--- src/design/iicg_pkg.sv ---
// shared types and constants of the inverted index candidate gather block
`timescale 1ns / 1ps

package iicg_pkg;

    localparam int FUNC_W = 2;
    localparam int WORD_W = 10;
    localparam int DOC_W  = 12;
    localparam int SEG_W  = 6;
    localparam int MASK_W = 64;
    localparam int CFG_W  = 13;
    localparam int NUM_SEGS = 64;
    localparam int SEGS_W = 7;
    localparam logic [CFG_W-1:0] NUM_DOCS_RESET = 13'd4096;

    typedef enum logic [FUNC_W-1:0] {
        FN_ADD    = 2'd0,
        FN_QUERY  = 2'd1,
        FN_FINISH = 2'd2,
        FN_CLEAR  = 2'd3
    } t_func;

    typedef enum logic [2:0] {
        S_CLEAR,
        S_IDLE,
        S_ADD_RD,
        S_ADD_WR,
        S_Q_RD,
        S_Q_WALK,
        S_FIN_RD,
        S_FIN_LD
    } t_state;

    typedef struct packed {
        logic load;
        logic len_rd;
        logic add_wr;
        logic walk_en;
        logic fin_rd;
        logic fin_load;
        logic clr_step;
    } t_cmd;

    typedef struct packed {
        logic walk_done;
        logic pipe_busy;
        logic fin_last;
        logic out_free;
        logic clr_last;
    } t_status;

endpackage

--- src/design/iicg_ctrl.sv ---
// controller state machine of the inverted index candidate gather block
`timescale 1ns / 1ps

module iicg_ctrl (
    input  logic                      i_clk,
    input  logic                      i_rst_n,
    input  logic                      i_valid,
    input  logic [iicg_pkg::FUNC_W-1:0] i_func,
    output logic                      o_stall,
    output iicg_pkg::t_cmd            o_cmd,
    input  iicg_pkg::t_status         i_status
);

    iicg_pkg::t_state r_state;
    iicg_pkg::t_state n_state;
    iicg_pkg::t_func  func;

    assign func = iicg_pkg::t_func'(i_func);

    always_ff @(posedge i_clk) begin
        if (!i_rst_n) begin
            r_state <= iicg_pkg::S_CLEAR;
        end else begin
            r_state <= n_state;
        end
    end

    always_comb begin
        n_state = r_state;
        o_cmd   = '0;
        o_stall = 1'b1;
        unique case (r_state)
            iicg_pkg::S_CLEAR: begin
                o_cmd.clr_step = 1'b1;
                if (i_status.clr_last) begin
                    n_state = iicg_pkg::S_IDLE;
                end
            end
            iicg_pkg::S_IDLE: begin
                o_stall = 1'b0;
                if (i_valid) begin
                    o_cmd.load = 1'b1;
                    unique case (func)
                        iicg_pkg::FN_ADD:    n_state = iicg_pkg::S_ADD_RD;
                        iicg_pkg::FN_QUERY:  n_state = iicg_pkg::S_Q_RD;
                        iicg_pkg::FN_FINISH: n_state = iicg_pkg::S_FIN_RD;
                        iicg_pkg::FN_CLEAR:  n_state = iicg_pkg::S_CLEAR;
                        default:             n_state = iicg_pkg::S_IDLE;
                    endcase
                end
            end
            iicg_pkg::S_ADD_RD: begin
                o_cmd.len_rd = 1'b1;
                n_state = iicg_pkg::S_ADD_WR;
            end
            iicg_pkg::S_ADD_WR: begin
                o_cmd.add_wr = 1'b1;
                n_state = iicg_pkg::S_IDLE;
            end
            iicg_pkg::S_Q_RD: begin
                o_cmd.len_rd = 1'b1;
                n_state = iicg_pkg::S_Q_WALK;
            end
            iicg_pkg::S_Q_WALK: begin
                o_cmd.walk_en = 1'b1;
                if (i_status.walk_done && !i_status.pipe_busy) begin
                    n_state = iicg_pkg::S_IDLE;
                end
            end
            iicg_pkg::S_FIN_RD: begin
                o_cmd.fin_rd = 1'b1;
                n_state = iicg_pkg::S_FIN_LD;
            end
            iicg_pkg::S_FIN_LD: begin
                if (i_status.out_free) begin
                    o_cmd.fin_load = 1'b1;
                    n_state = i_status.fin_last ? iicg_pkg::S_IDLE : iicg_pkg::S_FIN_RD;
                end
            end
            default: begin
                n_state = iicg_pkg::S_IDLE;
            end
        endcase
    end

endmodule

--- config.mk ---
export PLATFORM = sky130hd
export DESIGN_NAME = iicg_ctrl
export DESIGN_NICKNAME = d
export VERILOG_FILES = /design/src/design/iicg_pkg.sv /design/src/design/iicg_ctrl.sv
export SDC_FILE = /design/constraint.sdc
export NUM_CORES = 1
export LEC_CHECK = 0
export ABC_CLOCK_PERIOD_IN_PS = 2800
export BUFFER_PORTS_ARGS = -buffer_cell sky130_fd_sc_hd__buf_4
export CORE_AREA = 2 2 39 41
export DETAILED_ROUTE_END_ITERATION = 8
export DIE_AREA = 0 0 41 43
export HOLD_SLACK_MARGIN = 0.03
export PLACE_DENSITY_LB_ADDON = 0.2
export SETUP_SLACK_MARGIN = 0.05
export SYNTH_ARGS = -nofsm -noshare
export SYNTH_HDL_FRONTEND = slang
export SYNTH_SLANG_ARGS = --single-unit
export TNS_END_PERCENT = 1
--- constraint.sdc ---
create_clock -name i_clk -period 2.8 [get_ports i_clk]
set_input_delay 0.28 -clock i_clk [delete_from_list [all_inputs] [get_ports i_clk]]
set_output_delay 0.28 -clock i_clk [all_outputs]
set_load 0.02 [all_outputs]
==> results of run 1 <==
-- stage by stage --
step           cells    util  hold slack, ns  worst slack [ns]
3_3_place_gp      71  0.3309          0.5306             1.421
2_1_floorplan     41       -          0.4029             1.491
4_1_cts           75  0.3499          0.2890             1.169
3_5_place_dp      71  0.3309          0.5381             1.431
5_1_grt           75  0.3499          0.3008             1.088
6_report          75  0.3499          0.2921             1.168
-- per-layer routing --
metal | vias to the layer above | global-route usage
met2 | 10 | 0.1344
met5 | - | 0
met1 | 158 | 0.1182
met4 | 0 | 0.08000
li1 | 179 | -
met3 | 0 | 0.01571
-- Yosys cell counts (all sizes together) --
cell type / number / area, um^2
nor3b: 2 / 25.02
and2: 1 / 8.760
a2bb2oi: 1 / 15.01
a22o: 1 / 8.760
and3: 1 / 6.260
xnor2: 1 / 8.760
nor2: 3 / 13.77
a31oi: 1 / 6.260
o21ai: 4 / 20.02
ha: 2 / 25.02
nor2b: 1 / 13.76
nor3: 3 / 15.01
o41ai: 1 / 8.760
nor4b: 1 / 8.760
a21oi: 1 / 8.760
nand3: 1 / 5.000
nand2: 1 / 6.260
a21boi: 1 / 7.510
a31o: 1 / 8.760
inv: 6 / 22.52
buf: 3 / 30.03
dfxtp: 3 / 60.06
a22oi: 1 / 7.510
-- placed cells by master (no fill, tap or decap), types with 2 or more instances in the layout --
cell	instances
ha_1	2
nor2_1	2
buf_4	17
clkbuf_4	3
nor3b_2	2
nor3_1	3
inv_1	6
o21ai_1	2
dfxtp_1	3
o21ai_0	2
-- logic make-up (layout without fill, tap and decap cells) --
group,count (synthesis),count (layout)
adder cells (fa/ha/maj),2,2
AO/OA/AOI/OAI,12,12
AND/OR/NAND/NOR,14,14
flip-flops,3,3
XOR/XNOR,1,1
buffers and inverters,9,27
-- area by class of cell --
cell class                 count  area [um^2]
multi-input combinational     29        227.7
sequential                     3        60.06
inverter                       6        22.52
fill                         161        899.6
timing repair buffer          17        127.6
tap                           16        20.02
clock buffer                   4        26.28
-- worst max-delay path by stage --
stage / slack, ns / end / startpoint
floorplan: 1.49 / o_cmd[4] / r_state[1]$_SDFFE_PN0P_
global placement: 1.42 / o_cmd[6] / r_state[0]$_SDFFE_PN0P_
detailed placement: 1.43 / o_cmd[6] / r_state[0]$_SDFFE_PN0P_
CTS: 1.17 / o_cmd[6] / r_state[0]$_SDFFE_PN0P_
global route: 1.09 / o_cmd[6] / r_state[0]$_SDFFE_PN0P_
finish: 1.17 / o_cmd[6] / r_state[0]$_SDFFE_PN0P_
-- where the power goes --
group          switching (mW)  internal (mW)
clock network          0.0229         0.0534
registers             0.00784         0.0456
logic                  0.0250         0.0294
-- critical path, stage by stage (launching register included) --
cell and delay [ns]:
dfxtp_1 0.50, nor3b_2 0.28, and2_4 0.19, buf_4 0.14
==> results.md, run 1 <==
* Outcome: finished, final reports clean
* Synth Area in Simple Gates at 0.3015
* Endpoints failing setup at 0
* Leakage at 0.2202 nW
* Die ar. at 1763 um^2
* Clk slew on worst S/H paths at 0.04 ns
* Port bufs at 17
* Cell area power density at 380.5 nW/um^2
* Worst VDD drop at 0.1375 mV
* Die X at 41 um
* Unique masters post-synth at 26
* RSZ-0062 raised after global routing: no
* GRT Total Usage at 0.09519
* Proportion of synthesized area in mux cells at 0
* H-Tree Depth at 1
* Nature of the critical path endpoint: primary output
* Worst slew pin tran at 0.4617 ns
* Crit Path Class: register to primary output
* Bufs on Longest Clock Path at 2
* Routability cong. at 0.6985
* R2r setup slk at 1.43 ns
* Synth Area in XOR/XNOR at 0.02574
* Post-CTS resize count at 0
* Final hold violation count at 0
* Fin crit period at 1.632 ns
* Area growth syn-to-layout at 42.28%
* Reg2reg end: r_state[1]$_SDFFE_PN0P_
* DR iter-0 viols at 3
* Largest family of logic cells by synthesized area: simple AND/OR/NAND/NOR gates
* Via count at 347
* Seq cells post-synth at 3
* Slew margin rel. at 0.6918
* Hold worst-path end: r_state[1]$_SDFFE_PN0P_
* Initial antenna violation count at 0
* Critical Path RT at 2.52 ns
* Crit Path Max Fanout at 11
* Post-Synthesis Cell Area at 340.3 um^2
* Hold_sp: i_rst_n
* Mapped Nets at 53
* Max Slew Vio Count at 0
* Max FFs per register at 3
* DP Area at 457.9 um^2
* Compound-Gate Fraction of Synth Area at 0.2684
* Detail Route Antenna Nets at 0
* Overall power at 0.1842 mW
* Wire length on met1 at 329 um
* Post-CTS Setup Repair Bufs at 0
* Final period utilization at 0.5827
* WL final at 749 um
* Max Fclk at 612.9 MHz
* Synth Area per Inst at 8.301 um^2
* Top Metal Used: met3
* First-pass GRT wire length at 1110 um
* Clock Latency Late Sink at 0.23 ns
* Fin nets at 72
* Post-synthesis sequential area ratio at 0.1765
* Worst R2R Start: r_state[1]$_SDFFE_PN0P_
* Critical Path AT at 1.35 ns
* Setup_tns at 0 ns
* Num Clock Sinks at 3
* CTS tree: done
* Vias per inst at 4.627
* Yosys warning count at 0
* Ports at 18
* Core area at 1384 um^2
* Hold Crit Depth at 2
* Drt drc at 0
* WL/cell at 9.987 um
* Post-route cell area at 484.2 um^2
* CTS Buf Count at 3
* Hpwl dp at 586.5 um
* Die height at 43 um
* Most flop-heavy register: r_state
* Grt ovf at 0
* Biggest regs: r_state x3
* First-pass DRT Iterations at 3
* Synth Area in Adders at 0.07353
* Root buf cell: clkbuf_4
* Fraction of layout cells with a size suffix above 1 at 0.4746
* Fin Clk Skew at 0.002677 ns
* Routed met3 length at 51 um
* Row count at 14
* Reg2reg path depth at 4
* Worst Hold Class: input port to register
* Max-capacitance violation count at 0
* Met2 Routed Length at 367 um
* Critical path launch point type: register
* Hold_buf cts at 0
* Mapped Cells at 41
* Number of global-route vias before repair at 287
* N_diodes at 0
* Pin count of the biggest net entering global routing at 12
* Initial Util at 0.2459
No activity file was read; power rests on OpenSTA's default activity.
==> run 2, diff against run 1 <==
- ABC_CLOCK_PERIOD_IN_PS: 2800 -> 1500
- clock period: 2.8 -> 1.5 ns (I/O delays scaled with it)
==> results.md, run 2 (synthesis gave the netlist of run 1 again) <==
* Most frequent cells in the layout: 19 x buf_4, 6 x inv_1, 3 x nor3_1, 3 x clkbuf_4
* Hold worst-path end: r_state[1]$_SDFFE_PN0P_
* First-pass DRT Iterations at 2
* First-pass GRT wire length at 1283 um
* Post-route cell area at 504.2 um^2
* N_diodes at 0
* Num Clock Sinks at 3
* Row count at 14
* GRT Total Usage at 0.1102
* Bufs on Longest Clock Path at 2
* Wire length on met1 at 291 um
* Grt ovf at 0
* Max Slew Vio Count at 0
* RSZ-0062 raised after global routing: no
* Max FFs per register at 3
* Initial antenna violation count at 0
* Clock network fraction of total power at 0.418
* WL final at 785 um
* Detail Route Antenna Nets at 0
* Max Fclk at 733.3 MHz
* Fin nets at 74
* NetSw at 0.1113 mW
* Reg power frac at 0.266
* Outcome: finished, final reports clean
* Initial Util at 0.2459
* Ports at 18
* Fin Hold WS at 0.1513 ns
* Vias per inst at 4.675
* Reg2reg path depth at 4
* Top Metal Used: met4
* CTS Buf Count at 3
* Setup_tns at 0 ns
* Cell area power density at 706.9 nW/um^2
* Pin count of the biggest net entering global routing at 12
* Combinational Power Share at 0.317
* Worst VDD drop at 0.2151 mV
* Fraction of layout cells with a size suffix above 1 at 0.5246
* H-Tree Depth at 1
* Core area at 1384 um^2
* Leakage at 0.2319 nW
* DP Area at 473.0 um^2
* Hold_sp: i_rst_n
* Worst R2R Start: r_state[1]$_SDFFE_PN0P_
* Biggest regs: r_state x3
* Number of global-route vias before repair at 319
* Routability cong. at 0.7256
* Crit Path Max Fanout at 6
* Critical Path RT at 1.35 ns
* Most common cell after layout, fill and taps aside: buf_4
* Final hold violation count at 0
* Die X at 41 um
* Met2 Routed Length at 394 um
* Nature of the critical path endpoint: primary output
* WL/cell at 10.19 um
* Max-capacitance violation count at 0
* Worst Hold Class: input port to register
* R2r setup slk at 0.30 ns
* Root buf cell: clkbuf_4
* Die ar. at 1763 um^2
* Fin crit period at 1.364 ns
* Slew margin rel. at 0.8007
* DR iter-0 viols at 3
* Via count at 360
* Post-CTS Setup Repair Bufs at 0
* Fin Clk Skew at 0.004120 ns
* Clk slew on worst S/H paths at 0.04 ns
* Crit Path Class: register to primary output
* Clock Latency Late Sink at 0.24 ns
* Routed met3 length at 71 um
* Final period utilization at 0.9092
* Drt drc at 0
* CTS tree: done
* Critical path launch point type: register
* Port bufs at 17
* Critical Path AT at 1.21 ns
* Die height at 43 um
* Int Pwr at 0.2452 mW
* Reg2reg end: r_state[1]$_SDFFE_PN0P_
* Most flop-heavy register: r_state
* Switching share of power at 0.3121
* Hold Crit Depth at 2
* Area growth syn-to-layout at 48.16%
* Hpwl dp at 620.4 um
* Endpoints failing setup at 0
* Worst slew pin tran at 0.2948 ns
run 2: cell types whose count changed in the layout (fill, tap and decap cells not counted):
cell     before  now
dfxtp_2       0    1
dfxtp_4       0    1
dfxtp_1       3    1
buf_4        17   19
run 2: how the worst max path moves through the flow:
| stage | from | slack (ns) | cells past startpoint | to |
|---|---|---|---|---|
| after floorplan | r_state[1]$_SDFFE_PN0P_ | 0.32 | 3 | o_cmd[4] |
| after global placement | r_state[1]$_SDFFE_PN0P_ | 0.14 | 4 | r_state[1]$_SDFFE_PN0P_ |
| after detailed placement | r_state[1]$_SDFFE_PN0P_ | 0.14 | 4 | r_state[1]$_SDFFE_PN0P_ |
| after CTS | r_state[1]$_SDFFE_PN0P_ | 0.02 | 3 | o_cmd[4] |
| after global routing | r_state[0]$_SDFFE_PN0P_ | 0.06 | 3 | o_cmd[6] |
| final | r_state[0]$_SDFFE_PN0P_ | 0.14 | 3 | o_cmd[6] |
run 2: metal layers:
metal	vias to the layer above	global-route usage
li1	184	-
met1	160	0.1342
met2	13	0.1563
met3	3	0.01571
met4	0	0.1000
met5	-	0
run 2: power by group through the flow:
stage          combinational [mW]  clock (mW)  sequential [mW]
3_5_place_dp                0.113           0           0.0966
2_1_floorplan              0.0751           0           0.0887
3_3_place_gp                0.114           0           0.0976
6_report                    0.113       0.149           0.0946
4_1_cts                     0.114       0.157           0.0958
5_1_grt                     0.123       0.160           0.0957
run 2: final cells by class:
type                            instances  area, um^2
Fill cell                             160       879.6
Multi-Input combinational cell         29       227.7
Timing Repair Buffer                   19       142.6
Sequential cell                         3       65.06
Clock buffer                            4       26.28
Inverter                                6       22.52
Tap cell                               16       20.02
run 2: worst max-delay path, cell delays in order (launching register included):
cell	delay (ns)
dfxtp_1	0.40
nor3b_2	0.25
and2_4	0.19
buf_4	0.14
run 2: through the flow:
stage | total power, mW | setup WS (ns) | cells | util
floorplan | 0.1638 | 0.3206 | 41 | -
global placement | 0.2121 | 0.1437 | 73 | 0.3418
detailed placement | 0.2099 | 0.1404 | 73 | 0.3418
CTS | 0.3671 | 0.02497 | 77 | 0.3617
global route | 0.3789 | 0.06420 | 77 | 0.3644
finish | 0.3565 | 0.1362 | 77 | 0.3644
run 2: repair_timing:
action / 4_1_cts / 5_1_grt
hold buffers: 0 / 0
resized for setup: 1 / 2
endpoints found under the setup margin: 5 / 6
cloned: 0 / 0
